### config.mk
export PLATFORM = sky130hd
export DESIGN_NAME = mono_stereo_pan_law_mixer
export DESIGN_NICKNAME = d
export VERILOG_FILES = /design/src/rtl/msplm_pkg.sv /design/src/rtl/msplm_div.sv /design/src/rtl/msplm_ctrl.sv /design/src/rtl/msplm_dpath.sv /design/src/rtl/mono_stereo_pan_law_mixer.sv
export SDC_FILE = /design/constraint.sdc
export NUM_CORES = 2
export LEC_CHECK = 0
export BUFFER_PORTS_ARGS = -buffer_cell sky130_fd_sc_hd__buf_2
export CORE_MARGIN = 5
export CORE_UTILIZATION = 55
export CTS_CLUSTER_DIAMETER = 120
export DETAILED_ROUTE_END_ITERATION = 7
export PLACE_DENSITY = 0.72
export SLEW_MARGIN = 20
export SYNTH_ARGS = -nofsm -noshare
export SYNTH_HDL_FRONTEND = slang
export SYNTH_SLANG_ARGS = --single-unit
### constraint.sdc
create_clock -name clk_i -period 27.5 [get_ports clk_i]
set_input_delay 1.375 -clock clk_i [delete_from_list [all_inputs] [get_ports clk_i]]
set_output_delay 1.375 -clock clk_i [all_outputs]
set_load 0.01 [all_outputs]
### src/rtl/msplm_pkg.sv
// shared types, constants and arithmetic helpers for the pan-law mixer
// used by the controller, the datapath and the divider; no dependencies
package msplm_pkg;

  // fixed formats of the sample path and the gain path
  localparam int SAMPLE_W    = 24;
  localparam int POS_W       = 17;
  localparam int GAIN_W      = 17;
  localparam int STEP_W      = 18;
  localparam int COEFF_W     = 18;
  localparam int FRAMES_W    = 14;
  localparam int RL_W        = 7;
  localparam int EFF_W       = 19;
  localparam int MUL_A_W     = 25;
  localparam int MUL_B_W     = 21;
  localparam int PROD_W      = MUL_A_W + MUL_B_W;
  localparam int RND_W       = 30;
  localparam int CFG_W       = 17;
  localparam int CFG_IDX_W   = 1;

  localparam int ONE_Q16     = 65536;
  localparam int LAW_A       = 54512;
  localparam int SMOOTH_Q16  = 58982;
  localparam int THRESH      = 131;
  localparam int GAIN_MAX    = 131071;
  localparam int CENTER_GAIN = 46396;
  localparam int RAMP_LEN    = 64;
  localparam int POS_RESET   = 32768;

  // configuration register indexes
  localparam logic [CFG_IDX_W-1:0] REG_PAN_POSITION   = 1'b0;
  localparam logic [CFG_IDX_W-1:0] REG_AUTOMATION     = 1'b1;

  typedef enum logic [3:0] {
    OP_NONE,
    OP_LAW1_L,
    OP_LAW1_R,
    OP_LAW2_L,
    OP_LAW2_R,
    OP_ADV_L,
    OP_ADV_R,
    OP_EFF_L,
    OP_EFF_R,
    OP_OUT_L,
    OP_OUT_R
  } mul_op_e;

  typedef enum logic [3:0] {
    ST_IDLE,
    ST_PREP,
    ST_LAW,
    ST_DIVL_GO,
    ST_DIVL_WAIT,
    ST_DIVR_GO,
    ST_DIVR_WAIT,
    ST_ADV,
    ST_EFF,
    ST_OUT,
    ST_WB,
    ST_LOAD
  } ctrl_state_e;

  typedef struct packed {
    logic    capture;
    mul_op_e op;
    logic    div_start;
    logic    div_sel;    // 0 left, 1 right
    logic    blk_l;
    logic    blk_r;
    logic    load_out;
  } ctrl_cmd_t;

  typedef struct packed {
    logic auto_mode;
    logic block_start;
    logic div_busy;
  } dp_status_t;

  // round to nearest, halves away from zero, then drop 16 fraction bits
  function automatic logic signed [RND_W-1:0] rnd16(input logic signed [PROD_W-1:0] v);
    logic [PROD_W:0] s;
    s = {v[PROD_W-1], v} + (PROD_W+1)'(32767) + {{PROD_W{1'b0}}, ~v[PROD_W-1]};
    return s[RND_W+15:16];
  endfunction

  // clamp a ramp value into the gain range
  function automatic logic [GAIN_W-1:0] clamp_gain(input logic signed [21:0] v);
    logic [GAIN_W-1:0] r;
    if (v[21]) begin
      r = '0;
    end else if (|v[20:GAIN_W]) begin
      r = GAIN_W'(GAIN_MAX);
    end else begin
      r = v[GAIN_W-1:0];
    end
    return r;
  endfunction

  // saturate a mix sum to the sample width
  function automatic logic [SAMPLE_W-1:0] sat_sample(input logic signed [30:0] v);
    logic [SAMPLE_W-1:0] r;
    if ((&v[30:SAMPLE_W-1]) || !(|v[30:SAMPLE_W-1])) begin
      r = v[SAMPLE_W-1:0];
    end else if (v[30]) begin
      r = {1'b1, {(SAMPLE_W-1){1'b0}}};
    end else begin
      r = {1'b0, {(SAMPLE_W-1){1'b1}}};
    end
    return r;
  endfunction

  // positions above full scale saturate to full scale
  function automatic logic [POS_W-1:0] clamp_pos(input logic [POS_W-1:0] p);
    return (p > POS_W'(ONE_Q16)) ? POS_W'(ONE_Q16) : p;
  endfunction

endpackage

### src/rtl/msplm_div.sv
// restoring divider for the ramp step, one quotient bit per cycle
// depends on msplm_pkg
module msplm_div (
  input  logic                              clk_i,
  input  logic                              rst_ni,
  input  logic                              start_i,
  input  logic signed [msplm_pkg::STEP_W-1:0] dividend_i,
  input  logic [msplm_pkg::RL_W-1:0]        divisor_i,
  output logic                              busy_o,
  output logic signed [msplm_pkg::STEP_W-1:0] quot_o
);

  localparam int W = msplm_pkg::STEP_W;
  localparam int DW = msplm_pkg::RL_W;

  logic [4:0]    cnt_q, cnt_d;
  logic          neg_q, neg_d;
  logic [W-1:0]  num_q, num_d;
  logic [DW-1:0] rem_q, rem_d;
  logic [DW-1:0] den_q, den_d;
  logic [DW:0]   rem_sh;
  logic          fits;

  assign rem_sh = {rem_q, num_q[W-1]};
  assign fits   = rem_sh >= {1'b0, den_q};

  always_comb begin
    cnt_d = cnt_q;
    neg_d = neg_q;
    num_d = num_q;
    rem_d = rem_q;
    den_d = den_q;
    if (start_i) begin
      cnt_d = 5'(W);
      neg_d = dividend_i[W-1];
      num_d = dividend_i[W-1] ? W'(-dividend_i) : W'(dividend_i);
      rem_d = '0;
      den_d = divisor_i;
    end else if (cnt_q != 5'd0) begin
      cnt_d = cnt_q - 5'd1;
      num_d = {num_q[W-2:0], fits};
      rem_d = fits ? DW'(rem_sh - {1'b0, den_q}) : rem_sh[DW-1:0];
    end
  end

  always_ff @(posedge clk_i or negedge rst_ni) begin
    if (!rst_ni) begin
      cnt_q <= 5'd0;
    end else begin
      cnt_q <= cnt_d;
    end
  end

  always_ff @(posedge clk_i) begin
    neg_q <= neg_d;
    num_q <= num_d;
    rem_q <= rem_d;
    den_q <= den_d;
  end

  assign busy_o = cnt_q != 5'd0;
  assign quot_o = neg_q ? -$signed(num_q) : $signed(num_q);

endmodule

### src/rtl/msplm_ctrl.sv
// sequencer for the pan-law mixer: handshake, multiplier op order, output slot
// depends on msplm_pkg
module msplm_ctrl (
  input  logic                    clk_i,
  input  logic                    rst_ni,
  input  logic                    in_valid_i,
  output logic                    in_stall_o,
  output logic                    out_valid_o,
  input  logic                    out_stall_i,
  input  msplm_pkg::dp_status_t   status_i,
  output msplm_pkg::ctrl_cmd_t    cmd_o
);

  msplm_pkg::ctrl_state_e state_q, state_d;
  logic [1:0]             cnt_q, cnt_d;
  logic                   out_valid_q, out_valid_d;

  always_ff @(posedge clk_i or negedge rst_ni) begin
    if (!rst_ni) begin
      state_q     <= msplm_pkg::ST_IDLE;
      cnt_q       <= 2'd0;
      out_valid_q <= 1'b0;
    end else begin
      state_q     <= state_d;
      cnt_q       <= cnt_d;
      out_valid_q <= out_valid_d;
    end
  end

  always_comb begin
    state_d         = state_q;
    cnt_d           = cnt_q;
    out_valid_d     = out_valid_q && out_stall_i;
    cmd_o.capture   = 1'b0;
    cmd_o.op        = msplm_pkg::OP_NONE;
    cmd_o.div_start = 1'b0;
    cmd_o.div_sel   = 1'b0;
    cmd_o.blk_l     = 1'b0;
    cmd_o.blk_r     = 1'b0;
    cmd_o.load_out  = 1'b0;
    case (state_q)
      msplm_pkg::ST_IDLE: begin
        if (in_valid_i) begin
          cmd_o.capture = 1'b1;
          state_d       = msplm_pkg::ST_PREP;
        end
      end
      msplm_pkg::ST_PREP: begin
        cnt_d = 2'd0;
        if (status_i.auto_mode || status_i.block_start) begin
          state_d = msplm_pkg::ST_LAW;
        end else begin
          state_d = msplm_pkg::ST_ADV;
        end
      end
      msplm_pkg::ST_LAW: begin
        case (cnt_q)
          2'd0:    cmd_o.op = msplm_pkg::OP_LAW1_L;
          2'd1:    cmd_o.op = msplm_pkg::OP_LAW1_R;
          2'd2:    cmd_o.op = msplm_pkg::OP_LAW2_L;
          default: cmd_o.op = msplm_pkg::OP_LAW2_R;
        endcase
        cnt_d = cnt_q + 2'd1;
        if (cnt_q == 2'd3) begin
          state_d = status_i.auto_mode ? msplm_pkg::ST_OUT : msplm_pkg::ST_DIVL_GO;
        end
      end
      msplm_pkg::ST_DIVL_GO: begin
        cmd_o.div_start = 1'b1;
        cmd_o.div_sel   = 1'b0;
        state_d         = msplm_pkg::ST_DIVL_WAIT;
      end
      msplm_pkg::ST_DIVL_WAIT: begin
        if (!status_i.div_busy) begin
          cmd_o.blk_l = 1'b1;
          state_d     = msplm_pkg::ST_DIVR_GO;
        end
      end
      msplm_pkg::ST_DIVR_GO: begin
        cmd_o.div_start = 1'b1;
        cmd_o.div_sel   = 1'b1;
        state_d         = msplm_pkg::ST_DIVR_WAIT;
      end
      msplm_pkg::ST_DIVR_WAIT: begin
        cmd_o.div_sel = 1'b1;
        if (!status_i.div_busy) begin
          cmd_o.blk_r = 1'b1;
          cnt_d       = 2'd0;
          state_d     = msplm_pkg::ST_ADV;
        end
      end
      msplm_pkg::ST_ADV: begin
        cmd_o.op = cnt_q[0] ? msplm_pkg::OP_ADV_R : msplm_pkg::OP_ADV_L;
        cnt_d    = {1'b0, ~cnt_q[0]};
        if (cnt_q[0]) begin
          state_d = msplm_pkg::ST_EFF;
        end
      end
      msplm_pkg::ST_EFF: begin
        cmd_o.op = cnt_q[0] ? msplm_pkg::OP_EFF_R : msplm_pkg::OP_EFF_L;
        cnt_d    = {1'b0, ~cnt_q[0]};
        if (cnt_q[0]) begin
          state_d = msplm_pkg::ST_OUT;
        end
      end
      msplm_pkg::ST_OUT: begin
        cmd_o.op = cnt_q[0] ? msplm_pkg::OP_OUT_R : msplm_pkg::OP_OUT_L;
        cnt_d    = {1'b0, ~cnt_q[0]};
        if (cnt_q[0]) begin
          state_d = msplm_pkg::ST_WB;
        end
      end
      msplm_pkg::ST_WB: begin
        // right result lands in this cycle
        state_d = msplm_pkg::ST_LOAD;
      end
      msplm_pkg::ST_LOAD: begin
        if (!out_valid_q || !out_stall_i) begin
          cmd_o.load_out = 1'b1;
          out_valid_d    = 1'b1;
          state_d        = msplm_pkg::ST_IDLE;
        end
      end
      default: begin
        state_d = msplm_pkg::ST_IDLE;
      end
    endcase
  end

  assign in_stall_o  = state_q != msplm_pkg::ST_IDLE;
  assign out_valid_o = out_valid_q;

endmodule

### src/rtl/msplm_dpath.sv
// datapath of the pan-law mixer: config, gain state, shared multiplier, output regs
// depends on msplm_pkg and msplm_div
module msplm_dpath (
  input  logic                                   clk_i,
  input  logic                                   rst_ni,
  input  logic                                   cfg_we_i,
  input  logic [msplm_pkg::CFG_IDX_W-1:0]        cfg_index_i,
  input  logic [msplm_pkg::CFG_W-1:0]            cfg_wdata_i,
  input  logic signed [msplm_pkg::SAMPLE_W-1:0]  sample_in_i,
  input  logic signed [msplm_pkg::SAMPLE_W-1:0]  left_mix_in_i,
  input  logic signed [msplm_pkg::SAMPLE_W-1:0]  right_mix_in_i,
  input  logic                                   block_start_i,
  input  logic [msplm_pkg::FRAMES_W-1:0]         block_frames_i,
  input  logic [msplm_pkg::COEFF_W-1:0]          gain_coeff_i,
  input  logic [msplm_pkg::POS_W-1:0]            automation_position_i,
  input  msplm_pkg::ctrl_cmd_t                   cmd_i,
  output msplm_pkg::dp_status_t                  status_o,
  output logic signed [msplm_pkg::SAMPLE_W-1:0]  left_out_o,
  output logic signed [msplm_pkg::SAMPLE_W-1:0]  right_out_o
);

  localparam int SW = msplm_pkg::SAMPLE_W;
  localparam int GW = msplm_pkg::GAIN_W;
  localparam int PW = msplm_pkg::POS_W;
  localparam int TW = msplm_pkg::STEP_W;
  localparam int RW = msplm_pkg::RL_W;
  localparam int EW = msplm_pkg::EFF_W;

  // configuration
  logic [PW-1:0] pan_q;
  logic          auto_q;

  always_ff @(posedge clk_i or negedge rst_ni) begin
    if (!rst_ni) begin
      pan_q  <= PW'(msplm_pkg::POS_RESET);
      auto_q <= 1'b0;
    end else if (cfg_we_i) begin
      if (cfg_index_i == msplm_pkg::REG_PAN_POSITION) begin
        pan_q <= msplm_pkg::clamp_pos(cfg_wdata_i[PW-1:0]);
      end else if (cfg_index_i == msplm_pkg::REG_AUTOMATION) begin
        auto_q <= cfg_wdata_i[0];
      end
    end
  end

  // captured transaction
  logic signed [SW-1:0]            smp_q, lmix_q, rmix_q;
  logic                            blk_q;
  logic [msplm_pkg::FRAMES_W-1:0]  frames_q;
  logic [msplm_pkg::COEFF_W-1:0]   coeff_q;
  logic [PW-1:0]                   apos_q;

  always_ff @(posedge clk_i) begin
    if (cmd_i.capture) begin
      smp_q    <= sample_in_i;
      lmix_q   <= left_mix_in_i;
      rmix_q   <= right_mix_in_i;
      blk_q    <= block_start_i;
      frames_q <= block_frames_i;
      coeff_q  <= gain_coeff_i;
      apos_q   <= automation_position_i;
    end
  end

  // gain state, per channel
  logic [GW-1:0]        g_l_q, g_l_d, iv_l_q, iv_l_d, g_r_q, g_r_d, iv_r_q, iv_r_d;
  logic signed [TW-1:0] st_l_q, st_l_d, st_r_q, st_r_d;
  logic [RW-1:0]        rl_l_q, rl_l_d, rl_r_q, rl_r_d;

  // working registers
  logic [GW-1:0]                      inner_l_q, inner_l_d, inner_r_q, inner_r_d;
  logic [GW-1:0]                      tgt_l_q, tgt_l_d, tgt_r_q, tgt_r_d;
  logic [EW-1:0]                      eff_l_q, eff_l_d, eff_r_q, eff_r_d;
  logic [SW-1:0]                      res_l_q, res_l_d, res_r_q, res_r_d;
  logic [SW-1:0]                      left_out_q, right_out_q;
  logic signed [msplm_pkg::PROD_W-1:0] prod_q;
  logic signed [19:0]                 ni_q;
  msplm_pkg::mul_op_e                 tag_q;

  // position and law operands
  logic [PW-1:0] p_sel, p_left;
  assign p_sel  = auto_q ? msplm_pkg::clamp_pos(apos_q) : pan_q;
  assign p_left = PW'(msplm_pkg::ONE_Q16) - p_sel;

  // ramp next value, from linear value plus step
  logic signed [19:0] ni_l, ni_r, dl, dr;
  assign ni_l = {3'b000, iv_l_q} + {{2{st_l_q[TW-1]}}, st_l_q};
  assign ni_r = {3'b000, iv_r_q} + {{2{st_r_q[TW-1]}}, st_r_q};
  assign dl   = {3'b000, g_l_q} - ni_l;
  assign dr   = {3'b000, g_r_q} - ni_r;

  // effective gain at the output: law gain direct in automated mode
  logic [EW-1:0] eff_use_l, eff_use_r;
  assign eff_use_l = auto_q ? {2'b00, tgt_l_q} : eff_l_q;
  assign eff_use_r = auto_q ? {2'b00, tgt_r_q} : eff_r_q;

  // shared multiplier operand select
  logic signed [msplm_pkg::MUL_A_W-1:0] mul_a;
  logic signed [msplm_pkg::MUL_B_W-1:0] mul_b;
  logic signed [19:0]                   ni_sel;

  always_comb begin
    mul_a  = '0;
    mul_b  = '0;
    ni_sel = ni_l;
    case (cmd_i.op)
      msplm_pkg::OP_LAW1_L: begin
        mul_a = {8'd0, p_sel};
        mul_b = msplm_pkg::MUL_B_W'(msplm_pkg::LAW_A);
      end
      msplm_pkg::OP_LAW1_R: begin
        mul_a = {8'd0, p_left};
        mul_b = msplm_pkg::MUL_B_W'(msplm_pkg::LAW_A);
      end
      msplm_pkg::OP_LAW2_L: begin
        mul_a = {8'd0, p_left};
        mul_b = {4'd0, inner_l_q};
      end
      msplm_pkg::OP_LAW2_R: begin
        mul_a = {8'd0, p_sel};
        mul_b = {4'd0, inner_r_q};
      end
      msplm_pkg::OP_ADV_L: begin
        mul_a  = {{5{dl[19]}}, dl};
        mul_b  = msplm_pkg::MUL_B_W'(msplm_pkg::SMOOTH_Q16);
        ni_sel = ni_l;
      end
      msplm_pkg::OP_ADV_R: begin
        mul_a  = {{5{dr[19]}}, dr};
        mul_b  = msplm_pkg::MUL_B_W'(msplm_pkg::SMOOTH_Q16);
        ni_sel = ni_r;
      end
      msplm_pkg::OP_EFF_L: begin
        mul_a = {7'd0, coeff_q};
        mul_b = {4'd0, g_l_q};
      end
      msplm_pkg::OP_EFF_R: begin
        mul_a = {7'd0, coeff_q};
        mul_b = {4'd0, g_r_q};
      end
      msplm_pkg::OP_OUT_L: begin
        mul_a = {smp_q[SW-1], smp_q};
        mul_b = {2'b00, eff_use_l};
      end
      msplm_pkg::OP_OUT_R: begin
        mul_a = {smp_q[SW-1], smp_q};
        mul_b = {2'b00, eff_use_r};
      end
      default: begin
        mul_a = '0;
      end
    endcase
  end

  always_ff @(posedge clk_i or negedge rst_ni) begin
    if (!rst_ni) begin
      tag_q <= msplm_pkg::OP_NONE;
    end else begin
      tag_q <= cmd_i.op;
    end
  end

  always_ff @(posedge clk_i) begin
    prod_q <= mul_a * mul_b;
    ni_q   <= ni_sel;
  end

  // ramp step divider, shared by both channels
  logic signed [TW-1:0] div_num, quot;
  logic [RW-1:0]        lim;
  logic                 div_busy;

  assign div_num = cmd_i.div_sel ? ({1'b0, tgt_r_q} - {1'b0, g_r_q})
                                 : ({1'b0, tgt_l_q} - {1'b0, g_l_q});

  always_comb begin
    if (frames_q == '0) begin
      lim = RW'(1);
    end else if (frames_q < msplm_pkg::FRAMES_W'(msplm_pkg::RAMP_LEN)) begin
      lim = frames_q[RW-1:0];
    end else begin
      lim = RW'(msplm_pkg::RAMP_LEN);
    end
  end

  msplm_div u_div (
    .clk_i      (clk_i),
    .rst_ni     (rst_ni),
    .start_i    (cmd_i.div_start),
    .dividend_i (div_num),
    .divisor_i  (lim),
    .busy_o     (div_busy),
    .quot_o     (quot)
  );

  // threshold test at block start
  logic signed [TW-1:0] dd_l, dd_r;
  logic                 far_l, far_r;
  assign dd_l  = {1'b0, g_l_q} - {1'b0, tgt_l_q};
  assign dd_r  = {1'b0, g_r_q} - {1'b0, tgt_r_q};
  assign far_l = (dd_l > $signed(TW'(msplm_pkg::THRESH)))
              || (dd_l < -$signed(TW'(msplm_pkg::THRESH)));
  assign far_r = (dd_r > $signed(TW'(msplm_pkg::THRESH)))
              || (dd_r < -$signed(TW'(msplm_pkg::THRESH)));

  // write-back of the op that sits in the product register
  logic signed [msplm_pkg::RND_W-1:0] rp;
  logic signed [21:0]                 ng;
  logic signed [30:0]                 sum_l, sum_r;

  assign rp    = msplm_pkg::rnd16(prod_q);
  assign ng    = {{2{ni_q[19]}}, ni_q} + rp[21:0];
  assign sum_l = {{7{lmix_q[SW-1]}}, lmix_q} + {rp[msplm_pkg::RND_W-1], rp};
  assign sum_r = {{7{rmix_q[SW-1]}}, rmix_q} + {rp[msplm_pkg::RND_W-1], rp};

  always_comb begin
    g_l_d     = g_l_q;
    iv_l_d    = iv_l_q;
    st_l_d    = st_l_q;
    rl_l_d    = rl_l_q;
    g_r_d     = g_r_q;
    iv_r_d    = iv_r_q;
    st_r_d    = st_r_q;
    rl_r_d    = rl_r_q;
    inner_l_d = inner_l_q;
    inner_r_d = inner_r_q;
    tgt_l_d   = tgt_l_q;
    tgt_r_d   = tgt_r_q;
    eff_l_d   = eff_l_q;
    eff_r_d   = eff_r_q;
    res_l_d   = res_l_q;
    res_r_d   = res_r_q;
    case (tag_q)
      msplm_pkg::OP_LAW1_L: inner_l_d = GW'(msplm_pkg::ONE_Q16) + rp[GW-1:0];
      msplm_pkg::OP_LAW1_R: inner_r_d = GW'(msplm_pkg::ONE_Q16) + rp[GW-1:0];
      msplm_pkg::OP_LAW2_L: tgt_l_d = rp[GW-1:0];
      msplm_pkg::OP_LAW2_R: tgt_r_d = rp[GW-1:0];
      msplm_pkg::OP_ADV_L: begin
        if (rl_l_q != '0) begin
          iv_l_d = msplm_pkg::clamp_gain({{2{ni_q[19]}}, ni_q});
          g_l_d  = msplm_pkg::clamp_gain(ng);
          rl_l_d = rl_l_q - RW'(1);
        end
      end
      msplm_pkg::OP_ADV_R: begin
        if (rl_r_q != '0) begin
          iv_r_d = msplm_pkg::clamp_gain({{2{ni_q[19]}}, ni_q});
          g_r_d  = msplm_pkg::clamp_gain(ng);
          rl_r_d = rl_r_q - RW'(1);
        end
      end
      msplm_pkg::OP_EFF_L: eff_l_d = rp[EW-1:0];
      msplm_pkg::OP_EFF_R: eff_r_d = rp[EW-1:0];
      msplm_pkg::OP_OUT_L: res_l_d = msplm_pkg::sat_sample(sum_l);
      msplm_pkg::OP_OUT_R: res_r_d = msplm_pkg::sat_sample(sum_r);
      default: begin
        res_l_d = res_l_q;
      end
    endcase
    // block start: ramp toward target or snap onto it
    if (cmd_i.blk_l) begin
      if (far_l) begin
        st_l_d = quot;
        rl_l_d = lim;
      end else begin
        g_l_d  = tgt_l_q;
        iv_l_d = tgt_l_q;
        st_l_d = '0;
        rl_l_d = '0;
      end
    end
    if (cmd_i.blk_r) begin
      if (far_r) begin
        st_r_d = quot;
        rl_r_d = lim;
      end else begin
        g_r_d  = tgt_r_q;
        iv_r_d = tgt_r_q;
        st_r_d = '0;
        rl_r_d = '0;
      end
    end
  end

  always_ff @(posedge clk_i or negedge rst_ni) begin
    if (!rst_ni) begin
      g_l_q  <= GW'(msplm_pkg::CENTER_GAIN);
      iv_l_q <= GW'(msplm_pkg::CENTER_GAIN);
      st_l_q <= '0;
      rl_l_q <= '0;
      g_r_q  <= GW'(msplm_pkg::CENTER_GAIN);
      iv_r_q <= GW'(msplm_pkg::CENTER_GAIN);
      st_r_q <= '0;
      rl_r_q <= '0;
    end else begin
      g_l_q  <= g_l_d;
      iv_l_q <= iv_l_d;
      st_l_q <= st_l_d;
      rl_l_q <= rl_l_d;
      g_r_q  <= g_r_d;
      iv_r_q <= iv_r_d;
      st_r_q <= st_r_d;
      rl_r_q <= rl_r_d;
    end
  end

  always_ff @(posedge clk_i) begin
    inner_l_q <= inner_l_d;
    inner_r_q <= inner_r_d;
    tgt_l_q   <= tgt_l_d;
    tgt_r_q   <= tgt_r_d;
    eff_l_q   <= eff_l_d;
    eff_r_q   <= eff_r_d;
    res_l_q   <= res_l_d;
    res_r_q   <= res_r_d;
    if (cmd_i.load_out) begin
      left_out_q  <= res_l_q;
      right_out_q <= res_r_q;
    end
  end

  assign status_o.auto_mode   = auto_q;
  assign status_o.block_start = blk_q;
  assign status_o.div_busy    = div_busy;

  assign left_out_o  = left_out_q;
  assign right_out_o = right_out_q;

endmodule

### src/rtl/mono_stereo_pan_law_mixer.sv
// top level of the mono to stereo pan-law mixer
// depends on msplm_pkg, msplm_ctrl, msplm_dpath (and msplm_div below it)
//
// usage:
//   input channel (in_valid_i / in_stall_o) carries one mono sample, the left
//   and right mix values, block markers, master gain and automation position
//   per transaction. output channel (out_valid_o / out_stall_i) carries the
//   left and right mixed results, one output transaction per input. config port:
//   cfg_we_i writes cfg_wdata_i into register cfg_index_i (0 pan position, 1
//   automation mode); the user writes only while the block is idle, unenforced.
// timing:
//   one item at a time; a shared 25x21 multiplier takes one op per cycle
//   and the step divider yields one quotient bit per cycle.
//   manual sample, no block start: ramp-advance, effective-gain and output ops.
//   automated mode: four law ops, then two output ops.
//   manual block start: law ops and the left then the right step divide first.
//   the next item is taken in the cycle after the result loads.
// reset: gains go to center (46396), ramps stop, pan 32768, manual mode.
// stall: the output reg holds its result while out_stall_i is high; a new item
//   may be accepted and worked on meanwhile, finishing only when the slot frees.
module mono_stereo_pan_law_mixer (
  input  logic                                  clk_i,
  input  logic                                  rst_ni,
  input  logic                                  cfg_we_i,
  input  logic [msplm_pkg::CFG_IDX_W-1:0]       cfg_index_i,
  input  logic [msplm_pkg::CFG_W-1:0]           cfg_wdata_i,
  input  logic                                  in_valid_i,
  output logic                                  in_stall_o,
  input  logic signed [msplm_pkg::SAMPLE_W-1:0] sample_in_i,
  input  logic signed [msplm_pkg::SAMPLE_W-1:0] left_mix_in_i,
  input  logic signed [msplm_pkg::SAMPLE_W-1:0] right_mix_in_i,
  input  logic                                  block_start_i,
  input  logic [msplm_pkg::FRAMES_W-1:0]        block_frames_i,
  input  logic [msplm_pkg::COEFF_W-1:0]         gain_coeff_i,
  input  logic [msplm_pkg::POS_W-1:0]           automation_position_i,
  output logic                                  out_valid_o,
  input  logic                                  out_stall_i,
  output logic signed [msplm_pkg::SAMPLE_W-1:0] left_out_o,
  output logic signed [msplm_pkg::SAMPLE_W-1:0] right_out_o
);

  // command and status between sequencer and datapath
  msplm_pkg::ctrl_cmd_t  cmd;
  msplm_pkg::dp_status_t status;

  msplm_ctrl u_ctrl (
    .clk_i       (clk_i),
    .rst_ni      (rst_ni),
    .in_valid_i  (in_valid_i),
    .in_stall_o  (in_stall_o),
    .out_valid_o (out_valid_o),
    .out_stall_i (out_stall_i),
    .status_i    (status),
    .cmd_o       (cmd)
  );

  msplm_dpath u_dpath (
    .clk_i                 (clk_i),
    .rst_ni                (rst_ni),
    .cfg_we_i              (cfg_we_i),
    .cfg_index_i           (cfg_index_i),
    .cfg_wdata_i           (cfg_wdata_i),
    .sample_in_i           (sample_in_i),
    .left_mix_in_i         (left_mix_in_i),
    .right_mix_in_i        (right_mix_in_i),
    .block_start_i         (block_start_i),
    .block_frames_i        (block_frames_i),
    .gain_coeff_i          (gain_coeff_i),
    .automation_position_i (automation_position_i),
    .cmd_i                 (cmd),
    .status_o              (status),
    .left_out_o            (left_out_o),
    .right_out_o           (right_out_o)
  );

endmodule

==> results.tsv <==
metric	value	unit
outcome	completed	
die area	101000	um2
hold crit path type	flip-flop to flip-flop	
largest net degree at the start of global routing	72	
GPL Wtd Cong	1.01	
DP Cell Count	6858	
Layout fillers	8095	
CP arrival	13110	ps
crit path time final	12560	ps
Worst Setup Start Kind	flip-flop	
max-slew violation count	0	
post-route DRC violation count	0	
Initial Utilization	55.2	%
critical path peak fanout	12	
adder-cell area share of the yosys netlist	26.8	%
Max Cap Viol	0	
routed len/inst	24.3	um
Max-Slew Margin vs Limit	21.8	%
Hold-fix buffers, CTS	0	
P_leak	25.6	nW
register area	15800	um2
Hold Vio Cnt, Final	0	
CP max stage delay	700	ps
IO Port Bufs	194	
post-route insts no fill	6987	
CTS tree	done	
Worst EP required	28050	ps
hold_sp	u_dpath.res_r_q[1]	
reg2reg start	u_dpath.iv_r_q[4]	
Area Growth Syn to Fin	9.39	%
detailed-route via count	42738	
Final Net Count	6636	
gr usage total	32.9	%
initial antenna violation count	5	
CTS root buffer	clkbuf_16	
DRT antenna net count	0	
core area	94700	um2
Hold Path End	u_dpath.right_out_o[1]	
Slew @ Worst Pin	1170	ps
Die Width	318	um
XOR/XNOR Fraction of Synth Area	4.90	%
Setup Fix Bufs, Post-CTS	0	
Reg2Reg Setup Slack	14940	ps
Clock Tree Buf Depth	3	
# setup viols final	0	
multiplexer share of the synthesized area	1.35	%
Hold Path Stages	0	
Syn. warnings	0	
RSZ-0062 raised after global routing	no	
synthesized flop and latch total	573	
TritonCTS Sinks	573	
global-route wire length before repair	255000	um
die height	318	um
Worst R2R End	u_dpath.prod_q[43]	
maximum clock frequency	79.6	MHz
Crit Path Category	flip-flop to flip-flop	
synthesized instance count	5514	
clock-pin slew of the registers on the worst-case setup and hold paths	60	ps
CP endpoint kind	flip-flop	
syn_area_per_cell	9.48	um2
CP top delay family	compound AO/OA/AOI/OAI gates	
CP max-delay cell	nor4_1	
DRT Pass-1 Iters	6	
H-tree levels	3	
power per cell area	135	nW/um2
clk_lat worst skew	670	ps
crit share post-route	45.7	%
number of synthesized flops with an enable pin	350	
hpwl dp	131000	um
TritonCTS buffer count	68	
vias in the first global route	42631	
largest family of logic cells by synthesized area	adder cells	
grt ovf	0	
cts repair resizes	0	
register area share after synthesis	30.2	%
Crit path buffers/inverters	5	
simple-gate share of the synthesized area	13.5	%
Post-Route WL	170000	um
worst vdd ir	0.150	mV
compound-gate portion of the synthesized area	16.4	%
Fin Setup TNS	0	ps
multi-input logic area	33000	um2
layout cells sized above 1	9.53	%
Vias/cell	6.12	
Post-synth ARST share	26.5	%
Final Skew	43.0	ps
starting DRC count in detailed routing	4649	
Unique masters post-synth	99	
num ports	195	
Post-Synthesis Cell Area	52300	um2
Crit path top cell by count	fa_1	
R2R depth	42	
ys flop type	edfxtp_1	
Mapped Nets	6487	
Cell Rows	113	
[layout make-up]
class                      count  area share, %
tap                         1265           2.77
antenna                        4         0.0175
sequential                   573           27.6
clock inverter                41          0.914
timing repair buffer         283           2.88
clock buffer                  84           3.22
multi-input combinational   3992           57.7
inverter                     745           4.89
[kinds of logic (layout without fill, tap and decap cells)]
kind of cell               after synthesis  count (layout)
xor gates and xnor gates               289             289
DFF                                    573             573
AOI/OAI and AO/OA                     1279            1279
adders and majority gates              831             831
and+or+nand+nor                       1526            1526
other                                    0               4
muxes                                   67              67
buffers and inverters                  949            1153
[Yosys cell counts (49+ instances only)]
library cell	n	area (um2)
nand3_1	78	390
dfrtp_1	115	2880
a21o_1	143	1070
xnor2_1	179	1570
nand2b_1	50	313
nand2_1	517	1940
nor3_1	107	536
ha_1	344	4300
o21a_1	49	368
clkbuf_1	165	619
a21oi_1	317	1590
fa_1	484	9690
a211o_1	51	447
xor2_1	108	946
dfxtp_1	71	1420
o21bai_1	52	390
nor2_1	432	1620
edfxtp_1	350	10500
o21ai_0	235	1180
a211oi_1	56	420
inv_1	743	2790
and2_1	97	607
[power by group]
group | total [mW] | leakage, nW | internal (mW) | switching, mW
clock | 0.947 | 1.12 | 0.547 | 0.400
sequential | 1.36 | 5.64 | 1.18 | 0.186
combinational | 5.40 | 18.9 | 1.90 | 3.50
[stage by stage]
step	setup WS [ps]	instance area, um2	utilization [%]	hold WS (ps)	total power, mW
2_1_floorplan	16430	52300	-	400	4.94
3_3_place_gp	15380	54800	57.9	404	6.60
3_5_place_dp	15130	54800	57.9	405	6.66
4_1_cts	15150	57200	60.4	416	7.66
5_1_grt	14220	57200	60.4	423	8.29
6_report	14940	57200	60.4	416	7.72
[cell usage in the layout (no fill, tap or decap), types with 37 or more instances in the layout]
cell type and count:
clkbuf_16 70, inv_1 743, edfxtp_1 350, nand2_1 516
a22oi_1 40, dfxtp_1 71, nor2b_1 48, mux2i_1 38
o21ai_0 235, and2_1 97, buf_2 193, fa_1 484
xor2_1 108, nor2_1 429, buf_4 89, a211oi_1 55
nor3_1 100, nand3_1 78, o21bai_1 52, nand2b_1 50
o21a_1 48, dfstp_2 37, xnor2_1 178, dfrtp_1 114
a21o_1 143, ha_1 344, a21oi_1 317, a211o_1 51
a31oi_1 42
[routing by layer]
layer	part of all wire, %	GRT usage [%]
met5	0	0
met4	6.9	18.3
met3	9.5	6.93
met2	46	53.1
met1	38	41.5
[flip-flops by register name, summed over array words and instances, names as in the netlist, 18 cells and up]
name / count
u_dpath.prod_q: 45
u_dpath.left_out_o: 24
u_dpath.lmix_q: 24
u_dpath.res_l_q: 24
u_dpath.res_r_q: 24
u_dpath.right_out_o: 24
u_dpath.rmix_q: 24
u_dpath.smp_q: 24
u_dpath.eff_l_q: 19
u_dpath.eff_r_q: 19
u_dpath.ni_q: 19
u_dpath.coeff_q: 18
u_dpath.st_l_q: 18
u_dpath.st_r_q: 18
u_dpath.u_div.num_q: 18
[how the worst max path moves through the flow]
stage	start	end	slack, ps	depth (start not counted)
2_1_floorplan	u_dpath.st_r_q[0]	u_dpath.prod_q[44]	16430	42
4_1_cts	u_dpath.st_r_q[0]	u_dpath.prod_q[44]	15150	40
5_1_grt	u_dpath.iv_r_q[4]	u_dpath.prod_q[43]	14220	42
3_5_place_dp	u_dpath.st_r_q[0]	u_dpath.prod_q[44]	15130	40
3_3_place_gp	u_dpath.st_r_q[0]	u_dpath.prod_q[44]	15380	40
6_report	u_dpath.iv_r_q[4]	u_dpath.prod_q[43]	14940	42
Note: power is estimated with default switching activity, not from simulation.
